===== config.mk =====
export PLATFORM = sky130hd
export DESIGN_NAME = taik_cordic_cell
export DESIGN_NICKNAME = d
export VERILOG_FILES = /design/src/hw/rtl/taik_pkg.sv /design/src/hw/rtl/taik_cordic_cell.sv
export SDC_FILE = /design/constraint.sdc
export NUM_CORES = 2
export LEC_CHECK = 0
export BUFFER_PORTS_ARGS = -buffer_cell sky130_fd_sc_hd__buf_2
export CORE_AREA = 2 2 420 422
export CTS_CLUSTER_SIZE = 20
export DETAILED_ROUTE_END_ITERATION = 10
export DIE_AREA = 0 0 422 424
export PLACE_DENSITY = 0.49
export SETUP_SLACK_MARGIN = 0.1
export SLEW_MARGIN = 20
export SYNTH_ARGS = -nofsm -noshare
export SYNTH_HDL_FRONTEND = slang
export SYNTH_SLANG_ARGS = --single-unit

===== constraint.sdc =====
create_clock -name clk -period 14.5 [get_ports clk]
set_input_delay 2.175 -clock clk [delete_from_list [all_inputs] [get_ports clk]]
set_output_delay 2.175 -clock clk [all_outputs]
set_load 0.05 [all_outputs]

===== src/hw/rtl/taik_pkg.sv =====
`timescale 1ns / 1ps
`default_nettype none
// shared constants and types for the arm inverse kinematics pipeline
package taik_pkg;

  localparam int CordicSteps = 16;
  localparam int CfgIdxW = 3;

  localparam logic [CfgIdxW-1:0] REG_L1 = 3'd0;
  localparam logic [CfgIdxW-1:0] REG_L2 = 3'd1;
  localparam logic [CfgIdxW-1:0] REG_BASE_MIN = 3'd2;
  localparam logic [CfgIdxW-1:0] REG_BASE_MAX = 3'd3;
  localparam logic [CfgIdxW-1:0] REG_SH_MIN = 3'd4;
  localparam logic [CfgIdxW-1:0] REG_SH_MAX = 3'd5;
  localparam logic [CfgIdxW-1:0] REG_EL_MIN = 3'd6;
  localparam logic [CfgIdxW-1:0] REG_EL_MAX = 3'd7;

  // angle unit is 1/6553600 degree
  localparam logic signed [35:0] FullTurn = 36'sd2359296000;
  localparam logic signed [35:0] QuarterTurn = 36'sd589824000;
  localparam logic signed [35:0] OffsetBase = 36'sd983793286;
  localparam logic signed [35:0] OffsetShoulder = 36'sd394268302;

  function automatic logic signed [35:0] arctan(input logic [4:0] i);
    logic signed [35:0] t;
    begin
      case (i)
        5'd0: t = 36'sd294912000;
        5'd1: t = 36'sd174096719;
        5'd2: t = 36'sd91987925;
        5'd3: t = 36'sd46694507;
        5'd4: t = 36'sd23437865;
        5'd5: t = 36'sd11730358;
        5'd6: t = 36'sd5866610;
        5'd7: t = 36'sd2933484;
        5'd8: t = 36'sd1466765;
        5'd9: t = 36'sd733385;
        5'd10: t = 36'sd366693;
        5'd11: t = 36'sd183347;
        5'd12: t = 36'sd91673;
        5'd13: t = 36'sd45837;
        5'd14: t = 36'sd22918;
        5'd15: t = 36'sd11459;
        5'd16: t = 36'sd5730;
        5'd17: t = 36'sd2865;
        5'd18: t = 36'sd1432;
        5'd19: t = 36'sd716;
        5'd20: t = 36'sd358;
        5'd21: t = 36'sd179;
        5'd22: t = 36'sd90;
        5'd23: t = 36'sd45;
        5'd24: t = 36'sd22;
        5'd25: t = 36'sd11;
        5'd26: t = 36'sd6;
        5'd27: t = 36'sd3;
        5'd28: t = 36'sd1;
        5'd29: t = 36'sd1;
        default: t = 36'sd0;
      endcase
      return t;
    end
  endfunction

  // one cordic lane: x, y scaled by 2^24, accumulated angle
  typedef struct packed {
    logic signed [63:0] x;
    logic signed [63:0] y;
    logic signed [35:0] acc;
  } lane_t;

  // per-item sideband riding down the chain
  typedef struct packed {
    logic        ok;
    logic [9:0]  speed;
  } side_t;

endpackage
`default_nettype wire


===== src/hw/rtl/taik_cordic_cell.sv =====
`timescale 1ns / 1ps
`default_nettype none
// one cordic vectoring micro-rotation for three lanes
module taik_cordic_cell #(
  parameter int STEP = 0
) (
  input  wire logic            clk,
  input  wire logic            rst,
  input  wire logic            stall,
  input  wire logic            in_vld,
  input  wire taik_pkg::lane_t [2:0] in_lane,
  input  wire taik_pkg::side_t in_side,
  input  wire logic signed [35:0] in_extra,
  output logic                 out_vld,
  output taik_pkg::lane_t [2:0] out_lane,
  output taik_pkg::side_t      out_side,
  output logic signed [35:0]   out_extra
);
  taik_pkg::lane_t [2:0] nxt;
  localparam logic [4:0] SIdx = 5'(STEP);

  always_comb begin
    for (int k = 0; k < 3; k++) begin
      if (in_lane[k].y >= 0) begin
        nxt[k].x = in_lane[k].x + (in_lane[k].y >>> STEP);
        nxt[k].y = in_lane[k].y - (in_lane[k].x >>> STEP);
        nxt[k].acc = in_lane[k].acc + taik_pkg::arctan(SIdx);
      end else begin
        nxt[k].x = in_lane[k].x - (in_lane[k].y >>> STEP);
        nxt[k].y = in_lane[k].y + (in_lane[k].x >>> STEP);
        nxt[k].acc = in_lane[k].acc - taik_pkg::arctan(SIdx);
      end
    end
  end

  always_ff @(posedge clk) begin
    if (rst) begin
      out_vld <= 1'b0;
    end else if (!stall) begin
      out_vld <= in_vld;
    end
    if (!stall) begin
      out_lane <= nxt;
      out_side <= in_side;
      out_extra <= in_extra;
    end
  end
endmodule
`default_nettype wire


==> run_results.csv <==
group,metric,value,unit
sta,fin_skew,0,ps
floorplan,die_h,424,um
critical_path,cp.arrival,6440,ps
critical_path,crit_fanout,12,
synth,synth.most_common_cell,"a21oi_1",
synth,synth_top_family_by_area,"compound AO/OA/AOI/OAI gates",
synth,synth-seq-cells,537,
floorplan,io_pins,1083,
flow_run,max_cap_violations,0,
placement,gp_congestion,0.9922,
floorplan,start_util,0.3097,
clock_network,cts_made_buffers,75,
sta,setup_viol,0,
critical_path,timing.rr.end,"out_vld$_SDFFE_PP0N_",
floorplan,core_area,0.1750,mm2
critical_path,r2r_start,"out_vld$_SDFFE_PP0N_",
synth,synthTopCellsByCount,"a21oi_1, nor2_1, inv_1",
min_path,worstHoldPathType,"reg -> reg",
drt,vias_per_cell,5.596,
synth,synth.top_cells.by_area,"edfxtp_1, ha_1, a21oi_1",
clock_network,cts-root-buf,"clkbuf_16",
pwr,ir_drop,0.08465,mV
clock_network,clock_latency,680,ps
clock_network,cts_sinks,537,
synth,synthesis.nets,7706,
sta,finalSetupTns,0,ps
sta,tightest_slew,1092,ps
critical_path,required,14890,ps
synth,synthCells,6575,
grt,grt_max_degree,145,
critical_path,endpoint,"out_lane[91]$_DFFE_PN_",
critical_path,crit_path_end_kind,"flip-flop",
grt,grtUsageTotal,0.2744,
sta,rsz0062_at_grt,"no",
pwr,leakage,27.35,nW
drt,drt-wirelength-per-cell,26.19,um
drt,drcViolationCount,0,
synth,synth_cell_type_count,114,
floorplan,die_x,422,um
sta,fmax,0.1651,GHz
cells_and_area,area_growth,18.22,%
sta,fin_crit_sh,0.4177,
grt,antenna_found_initial,99,
synth,synth-edff-count,536,
cells_and_area,nNetsFinal,8559,
clock_network,hold_buffers,0,
critical_path,r2r.worst_path.cells,2,
critical_path,setup.worst_path.start_class,"primary input",
synth,yosys_warnings,0,
critical_path,crit_start,"in_lane[46]",
clock_network,post_cts_buffers,0,
cells_and_area,nFillCells,18550,
clock_network,clk_path_buf_depth,3,
synth,yosysSeqAreaShare,0.2975,
synth,synth_compound_area_frac,0.2594,
synth,synth-simple-area-share,0.1459,
sta,relSlewSlack,0.2618,
clock_network,cts.reportedPaths.clkPinSlew,60,ps
synth,yosysTopAreaCell,"edfxtp_1",
grt,first_global_vias,53130,
synth,synthXorXnorAreaFrac,0.07065,
drt,vias,55320,
sta,hold_violations,0,
critical_path,rrSetupSlack,13910,ps
clock_network,postCtsResizedCells,0,
sta,drv_slew,0,
grt,grt_pass1_wl,368300,um
drt,wl,258800,um
floorplan,dieArea,0.1789,mm2
clock_network,cts_tree,"yes",
clock_network,h-tree-depth,3,
synth,syn_area_per_cell,8.240,um2
sta,fin_crit,6057,ps
drt,ant_nets,0,
synth,synthDominantCellAreaShare,0.2971,
pwr,finalPower,7.274,mW
synth,synthAdderAreaFrac,0.1376,
floorplan,num_rows,154,
synth,synthMuxAreaShare,0.02044,
synth,synthArstFlopShare,0,
placement,port_buffers,1082,
grt,overflow,0,
placement,hpwl,211500,um
cells_and_area,drive_gt1_frac,0.1755,
drt,first_pass_iters,6,
run_status,status,"complete, no violations",
critical_path,criticalPathCategory,"in -> reg",
synth,synth-main-ff-cell,"edfxtp_1",
drt,drt_iter0_markers,5162,
pwr,powerDensity,113.6,mW/mm2
synth,syn_area,0.05418,mm2
## cell usage in the layout (no fill, tap or decap), types with 25 or more instances in the layout
cell type  instances
clkbuf_16         76
edfxtp_1         536
buf_4             25
inv_1            594
buf_2           1079
a21oi_1          868
o21ai_0          482
o211ai_1          53
nand4_1          118
nand3_1           86
a21o_1           128
a211oi_1          58
xor2_1            56
nand2b_1          49
nor2_1           607
nand2_1          388
ha_1             579
o31ai_1           74
nor3_1           130
clkinv_1          35
and3_1            32
a31oi_1           61
diode_2           55
nor4_1            84
nor2b_1           63
xnor2_1          381
o21bai_1         170
mux2i_1          105
o21a_1            54
## stage by stage
step	cell area (um2)	worst slack, ps	hold WS (ps)	instances	util
floorplan	54180	1138	741.2	6575	-
global placement	61370	7860	468.8	9691	0.3508
detailed placement	61370	7876	495.7	9691	0.3508
CTS	63910	8634	509.6	9829	0.3653
global route	64030	8355	550.4	9875	0.3660
finish	64050	8443	503.7	9884	0.3661
## power by group
| part | switching (mW) | internal (mW) | total, mW |
|---|---|---|---|
| sequential | 0.138 | 2.03 | 2.17 |
| clock | 0.826 | 1.12 | 1.95 |
| combinational | 2.33 | 0.828 | 3.16 |
| total | 3.29 | 3.98 | 7.27 |
## state kept, by name, summed over array words and instances, names as in the netlist
| signal | cells |
|---|---|
| out_lane | 489 |
| out_extra | 36 |
| out_side | 11 |
| out_vld | 1 |
## worst min-delay path by stage
stage / slack [ps] / from / depth (start not counted) / end
finish: 500 / out_vld$_SDFFE_PP0N_ / 2 / out_vld$_SDFFE_PP0N_
global route: 550 / out_vld$_SDFFE_PP0N_ / 2 / out_vld$_SDFFE_PP0N_
CTS: 510 / out_vld$_SDFFE_PP0N_ / 2 / out_vld$_SDFFE_PP0N_
detailed placement: 500 / out_vld$_SDFFE_PP0N_ / 2 / out_vld$_SDFFE_PP0N_
global placement: 470 / out_vld$_SDFFE_PP0N_ / 2 / out_vld$_SDFFE_PP0N_
floorplan: 740 / out_vld$_SDFFE_PP0N_ / 2 / out_vld$_SDFFE_PP0N_
## routing by layer
layer | global-route usage | up-vias | wire length (um)
met3 | 0.03889 | 526 | 15900
met2 | 0.4552 | 2411 | 122500
met5 | 0 | - | 121
li1 | - | 25450 | -
met1 | 0.3339 | 26910 | 103200
met4 | 0.1747 | 18 | 17050
## layout make-up
type | count | area (um2) | area share
timing repair buffer | 1106 | 5628 | 0.08787
clock inverter | 56 | 613.1 | 0.009572
clock buffer | 82 | 1924 | 0.03005
multi-input combinational | 5084 | 34350 | 0.5362
inverter | 624 | 2357 | 0.03680
antenna | 55 | 137.6 | 0.002149
tap | 2340 | 2928 | 0.04571
sequential | 537 | 16120 | 0.2516
## kinds of logic (layout without fill, tap and decap cells)
logic type | count (synthesis) | in the layout
muxes | 110 | 110
adders and majority gates | 591 | 591
and+or+nand+nor | 1680 | 1680
DFF | 537 | 537
xor gates and xnor gates | 437 | 437
AOI/OAI and AO/OA | 2266 | 2266
other | 0 | 55
buffers and inverters | 954 | 1868
## worst max-delay path, cell delays in order
cell and delay [ps]:
buf_2 130, inv_1 50, ha_1 510, nand2_1 270
nor3_1 330, a21boi_1 320, o211ai_1 170, a41o_1 360
o31ai_1 620, a21o_1 510, nor4_1 110, a2111oi_1 640
xnor2_1 230
Power figures use the tool's default switching activity.
